`src/hw/rtl/ddap_pkg.sv`:
```
// Shared types and constants for the dotted-decimal address parser.
// No dependencies; imported by ddap_step, dotted_decimal_address_parser_core and ddap_checker.
`timescale 1ns / 1ps
`default_nettype none

package ddap_pkg;

  localparam int unsigned ByteW = 8;
  localparam int unsigned AddrW = 32;

  // Parser phase codes.
  localparam logic [1:0] PH_SKIP  = 2'd0;
  localparam logic [1:0] PH_DIGIT = 2'd1;
  localparam logic [1:0] PH_SEEK  = 2'd2;
  localparam logic [1:0] PH_DONE  = 2'd3;

  localparam logic [ByteW-1:0] CHAR_NUL   = 8'h00;
  localparam logic [ByteW-1:0] CHAR_DOT   = 8'h2E;
  localparam logic [ByteW-1:0] CHAR_ZERO  = 8'h30;
  localparam logic [ByteW-1:0] CHAR_NINE  = 8'h39;

  localparam logic [1:0] LAST_FIELD = 2'd3;

  typedef struct packed {
    logic [1:0]       phase;
    logic [1:0]       field_index;
    logic [AddrW-1:0] digit_value;
    logic [AddrW-1:0] address_so_far;
  } parse_state_t;

  localparam parse_state_t STATE_RESET = '{
    phase:          PH_SKIP,
    field_index:    2'd0,
    digit_value:    '0,
    address_so_far: '0
  };

endpackage

`default_nettype wire

```
`src/hw/rtl/ddap_step.sv`:
```
// Next-state logic of the parser: one text byte against the current state.
// Depends on ddap_pkg.
`timescale 1ns / 1ps
`default_nettype none

module ddap_step (
  input  wire ddap_pkg::parse_state_t     state,
  input  wire logic [ddap_pkg::ByteW-1:0] text_byte,
  output ddap_pkg::parse_state_t          state_next,
  output logic [ddap_pkg::AddrW-1:0]      address
);
  import ddap_pkg::*;

  logic             is_digit;
  logic             is_dot;
  logic [AddrW-1:0] digit_in;
  logic [AddrW-1:0] times_ten;
  logic [4:0]       shift;
  logic [AddrW-1:0] closed_addr;

  assign is_digit  = (text_byte >= CHAR_ZERO) && (text_byte <= CHAR_NINE);
  assign is_dot    = (text_byte == CHAR_DOT);
  // For '0'..'9' the low nibble is the digit value.
  assign digit_in  = {{(AddrW-4){1'b0}}, text_byte[3:0]};
  assign times_ten = (state.digit_value << 3) + (state.digit_value << 1);
  // Field i sits at shift 24 - 8*i, which is 8 times the inverted index.
  assign shift       = {~state.field_index, 3'b000};
  assign closed_addr = state.address_so_far | (state.digit_value << shift);

  always_comb begin
    state_next = state;
    address    = (state.phase == PH_DIGIT) ? closed_addr : state.address_so_far;
    if (text_byte == CHAR_NUL) begin
      state_next = STATE_RESET;
    end else begin
      unique case (state.phase)
        PH_SKIP: begin
          if (is_digit) begin
            state_next.digit_value = digit_in;
            state_next.phase       = PH_DIGIT;
          end
        end
        PH_DIGIT: begin
          if (is_digit) begin
            state_next.digit_value = times_ten + digit_in;
          end else begin
            state_next.address_so_far = closed_addr;
            state_next.digit_value    = '0;
            if (state.field_index == LAST_FIELD) begin
              state_next.phase = PH_DONE;
            end else if (is_dot) begin
              state_next.field_index = state.field_index + 2'd1;
              state_next.phase       = PH_SKIP;
            end else begin
              state_next.phase = PH_SEEK;
            end
          end
        end
        PH_SEEK: begin
          if (is_dot) begin
            state_next.field_index = state.field_index + 2'd1;
            state_next.phase       = PH_SKIP;
          end
        end
        PH_DONE: begin
          state_next = state;
        end
      endcase
    end
  end

endmodule

`default_nettype wire

```
`src/hw/rtl/dotted_decimal_address_parser_core.sv`:
```
// Streaming dotted-decimal address parser: input register, parser state,
// result register. Depends on ddap_pkg and ddap_step.
//
// Usage:
//   The slave channel (s_*) takes one text byte per beat. Bytes other than
//   zero update the parser state and produce nothing. A zero byte closes any
//   open field and produces one 32-bit address beat on the master channel
//   (m_*), first field in bits 31..24; the parser then starts a new string.
//   A zero byte passes two register stages (input register, result register)
//   before its address is presented on m_tdata. Throughput: one byte per
//   cycle while no zero byte waits on a stalled result; the per-byte work is
//   a multiply-by-ten add plus a shift-and-OR between the two registers.
//   Reset (rst, synchronous, active high) empties both registers and puts
//   the parser in its initial state.
//   When m_tready is low with a result waiting, non-zero bytes keep flowing;
//   a zero byte holds in the input register, and s_tready drops only once
//   that register is occupied and cannot move on.
`timescale 1ns / 1ps
`default_nettype none

module dotted_decimal_address_parser_core (
  input  wire logic                        clk,
  input  wire logic                        rst,
  input  wire logic                        s_tvalid,
  output logic                             s_tready,
  input  wire logic [ddap_pkg::ByteW-1:0]  s_tdata,   // [7:0] text_byte
  output logic                             m_tvalid,
  input  wire logic                        m_tready,
  output logic [ddap_pkg::AddrW-1:0]       m_tdata    // [31:0] address
);
  import ddap_pkg::*;

  logic             in_valid;
  logic [ByteW-1:0] in_byte;
  parse_state_t     state;
  parse_state_t     state_next;
  logic [AddrW-1:0] address_next;
  logic             is_end;
  logic             advance;

  assign is_end   = (in_byte == CHAR_NUL);
  // Only the end-of-string byte needs room in the result register.
  assign advance  = in_valid && (!is_end || !m_tvalid || m_tready);
  assign s_tready = !in_valid || advance;

  ddap_step u_step (
    .state      (state),
    .text_byte  (in_byte),
    .state_next (state_next),
    .address    (address_next)
  );

  always_ff @(posedge clk) begin
    if (rst) begin
      in_valid <= 1'b0;
    end else if (s_tready) begin
      in_valid <= s_tvalid;
    end
  end

  always_ff @(posedge clk) begin
    if (s_tready && s_tvalid) begin
      in_byte <= s_tdata;
    end
  end

  always_ff @(posedge clk) begin
    if (rst) begin
      state <= STATE_RESET;
    end else if (advance) begin
      state <= state_next;
    end
  end

  always_ff @(posedge clk) begin
    if (rst) begin
      m_tvalid <= 1'b0;
    end else if (advance && is_end) begin
      m_tvalid <= 1'b1;
    end else if (m_tready) begin
      m_tvalid <= 1'b0;
    end
  end

  always_ff @(posedge clk) begin
    if (advance && is_end) begin
      m_tdata <= address_next;
    end
  end

endmodule

`default_nettype wire

```
`config.mk`:
```
export PLATFORM = sky130hd
export DESIGN_NAME = dotted_decimal_address_parser_core
export DESIGN_NICKNAME = d
export VERILOG_FILES = /design/src/hw/rtl/ddap_pkg.sv /design/src/hw/rtl/ddap_step.sv /design/src/hw/rtl/dotted_decimal_address_parser_core.sv
export SDC_FILE = /design/constraint.sdc
export NUM_CORES = 1
export LEC_CHECK = 0
export BUFFER_PORTS_ARGS = -buffer_cell sky130_fd_sc_hd__buf_2
export CAP_MARGIN = 40
export CORE_MARGIN = 3
export CORE_UTILIZATION = 45
export DETAILED_ROUTE_END_ITERATION = 12
export GPL_TIMING_DRIVEN = 0
export PLACE_DENSITY = 0.71
export REMOVE_ABC_BUFFERS = 1
export SYNTH_ARGS = -nofsm -noshare
export SYNTH_HDL_FRONTEND = slang
export SYNTH_SLANG_ARGS = --single-unit
```
`constraint.sdc`:
```
create_clock -name clk -period 3.37 [get_ports clk]
set_input_delay 0.5055 -clock clk [delete_from_list [all_inputs] [get_ports clk]]
set_output_delay 0.5055 -clock clk [all_outputs]
set_load 0.01 [all_outputs]
```
# After elaboration in Yosys (flattened, before gate mapping)
# Cells that the tools add are included.
[totals]
ff_bits = 110
word_cells = 66
out_inout_bits = 34
[op_classes]
n_reduce_logical = 20
n_bitwise = 2
n_shift = 1
eq_ne = 12
n_mux = 18
addsub = 3
n_lt_le_gt_ge = 2
[ops]
columns = ["operator", "n"]
rows = [
  ["32-bit 2-to-1 mux", 5],
  ["68-bit 2-to-1 mux", 1],
  ["32-bit one-hot mux with 2 select lines", 1],
  ["32-bit adder", 1],
  ["32-bit by 4-bit adder with 32-bit output", 1],
  ["32-bit OR", 1],
  ["32-bit by 5-bit left shift with 32-bit output", 1],
  ["2-bit 2-to-1 mux", 5],
  ["3-bit by 2-bit != test with 1-bit output (second input constant)", 3],
  ["8-bit by 6-bit == test with 1-bit output (second input constant)", 1],
  ["8-bit by 6-bit greater-or-equal comparator with 1-bit output (second input constant)", 1],
  ["8-bit by 6-bit less-or-equal comparator with 1-bit output (second input constant)", 1],
  ["8-bit logical NOT", 1],
  ["4-bit 2-to-1 mux", 2],
  ["2-bit == test (second input constant)", 3],
  ["3-bit != test (second input constant)", 2],
  ["2-bit one-hot mux with 3 select lines", 1],
  ["3-bit AND reduction", 2],
  ["6-bit AND reduction", 1],
  ["3-bit nonzero test", 2],
  ["5-bit AND reduction", 1],
  ["1-bit logical AND", 4],
  ["2-bit != test (second input constant)", 2],
  ["2-bit one-hot mux with 2 select lines", 1],
  ["other kinds (8)", 14],
]

# Logic depth before layout (Yosys ltp)
[depth]
depth_word = 7
mapped_depth = 10
mapped_depth_nobuf = 10

# Modules after synthesis
# From an unflattened synthesis, not the netlist that was laid out.
[hier_totals]
hier_cells = 1096
area_unflattened_um2 = 8859.7
[by_module_without_submodules]
columns = ["mod", "area_per_inst_um2", "cells_per_inst", "instances", "seq_area_each_um2"]
rows = [
  ["dotted_decimal_address_parser_core", 5117.4, 531, 1, 2602.5],
  ["ddap_step", 3742.3, 565, 1, 0.0],
]

# Worst setup path before layout
# Ideal clock, no wire load.
[synth_timing]
path_type = "flip-flop to flip-flop"
from = "register in_byte[4]"
to = "register, netlist name state[16]"
t_required_ns = 3.253
path_slack_ns = 0.008
t_arrival_ns = 3.245
path_stages_with_launch = 10
path_buffers = 3
period_less_slack_ns = 3.362
path_cell_list = "edfxtp_1 -> nor4_2 -> and2_0 -> buf_2 -> nand2_1 -> nor2_1 -> or2_2 -> buf_2 -> buf_2 -> nor2_1"
[synth_between]
elab_chain_len = 6
elab_cells_between_ends = 12
classes_between = "2 x order compare; 1 x eq/ne; 1 x mux; 8 x reduce/logical"
[synth_rtl]
columns = ["element", "line", "text"]
rows = [
  ["start, declared", "dotted_decimal_address_parser_core.sv:34", "logic [ByteW-1:0] in_byte;"],
  ["start signal, assigned", "dotted_decimal_address_parser_core.sv:63", "in_byte <= s_tdata;"],
  ["parallel branches: the longest is 6 deep, another holds 8-bit by 6-bit greater-or-equal comparator with 1-bit output", "--", ""],
]
# Parallel ways; which one is timed is not known.
# A chain may end at the register's enable or synchronous reset.

# Worst setup path in the final report
[layout_timing]
from = "register in_byte[3]"
to = "register, netlist name state[60]"
[layout_between]
elab_chain_len = 6
elab_cells_between_ends = 15
classes_between = "1 x add/sub; 2 x order compare; 1 x eq/ne; 3 x mux; 8 x reduce/logical"
[layout_rtl]
columns = ["element"]
rows = [
  ["parallel branches: the longest is 6 deep, another holds 32-bit by 4-bit adder with 32-bit output"],
]
# Parallel ways; which one is timed is not known.

==> reports/qor.yml <==
run_status:
  outcome: "complete, no violations"
synth:
  synth_area_um2: 6720
  yosysTopAreaCell: "dfxtp_1"
  synth-seq-cells: 110
  synth_edf_count: 40
  synth_mux_area_frac: 0.0537
  synth_cell_types: 67
  synthFlopType: "dfxtp_1"
  synth-xor-area-share: 0.0183
  yosysWarnings: 0
  synth_area_leaders: "dfxtp_1 21%, edfxtp_1 18%, ha_1 12%, a21oi_1 4.4%, mux2i_1 4.0%"
  synthAdderAreaFrac: 0.123
  synthesis.instances: 705
  synthSimpleGateAreaFrac: 0.151
  avgSynthCellArea_um2: 9.53
  synth_top_family_by_area: "compound AO/OA/AOI/OAI gates"
  yosysSeqAreaShare: 0.388
  async_reset_ff_frac: 0
  synth_compound_area_frac: 0.230
  synth_top_area_frac: 0.209
sta:
  finClkSkew_ns: 0.0110
  finalSetupViolCount: 0
  tightest_slew_ns: 0.943
  hold_ws_ns: 0.321
  fin_tns_setup_ns: 0
  post-route-period-util: 0.950
  hold_viol_final: 0
  slew_headroom: 0.367
  drv_slew: 0
  layout_min_cycle_time_ns: 3.20
  max_freq_mhz: 312
setup_path:
  r2r_end: "state[60]"
  path_class: "flip-flop to flip-flop"
  crit_arrival_ns: 3.45
  r2r_slack_ns: 0.17
  worst_r2r_path_depth: 10
  critPathLaunchType: "flip-flop"
  worstPathMaxFanout: 5
  endpoint_kind: "flip-flop"
  reg2reg_from: "in_byte[3]"
  required_ns: 3.62
die:
  num_rows: 44
  die_y_um: 128
  core_um2: 14600
  start_util: 0.460
  ios: 46
  dieArea_um2: 16400
  die_x_um: 128
cells_and_area:
  fillers: 1299
  fin_area_um2: 7390
  fin_nets: 810
  area_growth_pct: 10.1
  diodes: 0
  final_util: 0.507
  multi_input_area_um2: 3900
  seqCellArea_um2: 2610
  drive_gt1_frac: 0.136
placed_design:
  dp_hpwl_mm: 12.0
  place_area_um2: 7060
  port_buffers: 45
  routabilityCongestion: 0.937
cts:
  insertion_delay_ns: 0.36
  clock-sinks: 110
  clockBufferDepth: 2
  cts_tree: "yes"
  cts_made_buffers: 9
  cts_max_level: 3
  ctsRootBufferMaster: "clkbuf_16"
  clk_pin_slew_ns: 0.08
worst_hold_path:
  worstHoldEndpoint: "in_byte[1]"
  whs_path_depth: 1
  worstHoldPathType: "primary input to flip-flop"
  worstHoldStart: "s_tdata[1]"
global_routing:
  grt_use_total: 0.198
  antenna_found_initial: 0
  grt.overflow.total: 0
  grt_pass1_vias: 5216
  grt_pass1_wl_mm: 26.3
  grt_max_degree: 38
detailed_routing:
  firstDrtPassIters: 5
  highest_layer: "met4"
  vias: 5515
  wl_met3_um: 886
  drt_iter0_markers: 464
  via_per_inst: 5.98
  drc: 0
  met2_length_mm: 7.55
  antenna_left: 0
  drt_wl_total_mm: 16.3
  wl_per_cell_um: 17.7
  wl_met1_mm: 7.54
power_and_ir_drop:
  power_mw: 2.49
  ir_worst_vdd_v: 0.000225
  power_density_nw_per_um2: 337
  p_leak_nw: 3.13
job:
  max_cap_violations: 0
[placed cells by master (no fill, tap or decap), drive strengths merged, types with 7 or more instances in the layout]
cell / netlist / routed
dfxtp: 70 / 70
ha: 63 / 63
a21oi: 60 / 60
nand2: 56 / 56
nor2: 56 / 56
buf: 19 / 53
o21ai: 42 / 42
edfxtp: 40 / 40
a21o: 35 / 35
mux2i: 27 / 27
inv: 17 / 20
o21a: 18 / 18
nand3: 13 / 13
nor3: 13 / 13
xnor2: 12 / 12
or3: 11 / 11
clkbuf: 17 / 10
o21bai: 9 / 9
mux2: 8 / 8
nand4: 8 / 8
a22oi: 8 / 8
and3b: 8 / 8
o211ai: 7 / 7
a32o: 7 / 7
a221oi: 7 / 7
nor4: 7 / 7
[where the power goes]
part	internal, mW	switching (mW)	total [mW]
Sequential	1.38	0.0126	1.39
Clock	0.518	0.520	1.04
Combinational	0.0223	0.0389	0.0611
[sequential cells by signal, summed over array words and instances (netlist names)]
signal / count
in_byte: 8
in_valid: 1
m_tdata: 32
m_tvalid: 1
state: 68
[worst max path at each step]
stage / start / end / slack (ns) / cells past startpoint
after floorplan: in_byte[4] / state[0] / -0.03 / 6
after global placement: in_byte[3] / state[31] / -0.81 / 6
after detailed placement: state[32] / state[60] / -0.05 / 10
after CTS: state[32] / state[60] / 0.03 / 10
after global routing: in_byte[3] / state[60] / -0.005 / 10
final: in_byte[3] / state[60] / 0.17 / 10
[worst max-delay path, stage by stage (launching register included)]
cell	delay [ns]
edfxtp_1	0.43
inv_1	0.09
fa_1	0.53
inv_1	0.07
fa_1	0.46
a21o_1	0.23
a221oi_4	0.32
nand3b_1	0.23
a2111oi_0	0.17
or3_1	0.33
a32o_1	0.24
[final cells by class]
class | instances | share of cell area
multi-input combinational | 542 | 0.528
sequential | 110 | 0.353
timing repair buffer | 53 | 0.0411
tap | 184 | 0.0311
clock buffer | 10 | 0.0310
inverter | 17 | 0.00863
clock inverter | 6 | 0.00779
[metal layers]
layer | global-route usage | vias to the layer above
li1 | - | 2697
met3 | 0.0329 | 28
met4 | 0.0680 | 0
met1 | 0.275 | 2628
met5 | 0 | -
met2 | 0.311 | 162
[kinds of logic after synthesis]
group | Yosys count
AO/OA/AOI/OAI | 228
AND/OR/NAND/NOR | 200
flip-flops | 110
adder cells (fa/ha/maj) | 65
buffers and inverters | 53
multiplexers | 35
XOR/XNOR | 14
[synthesized netlist by cell type, types with 10 or more instances]
library cell	n
xnor2_1	12
nand2_1	56
or3_1	10
a21oi_1	59
clkbuf_1	17
dfxtp_1	70
o21ai_0	38
edfxtp_1	40
a21o_1	33
nand3_1	13
o21a_1	18
ha_1	63
buf_2	16
inv_1	17
nor2_1	56
mux2i_1	27
nor3_1	11
[what timing repair did]
action / in CTS / in global routing
pin swaps: 0 / 1
cloned: 0 / 0
buffers inserted: 0 / 3
setup endpoints to repair: 7 / 22
hold buffers: 0 / 0
gates resized for setup: 2 / 4
[stage by stage]
step	worst slack [ns]	cells
global route	-0.00479	922
global placement	-0.809	898
finish	0.167	922
CTS	0.0311	919
floorplan	-0.0274	669
detailed placement	-0.0493	903
Note: power is estimated with default switching activity, not from simulation.
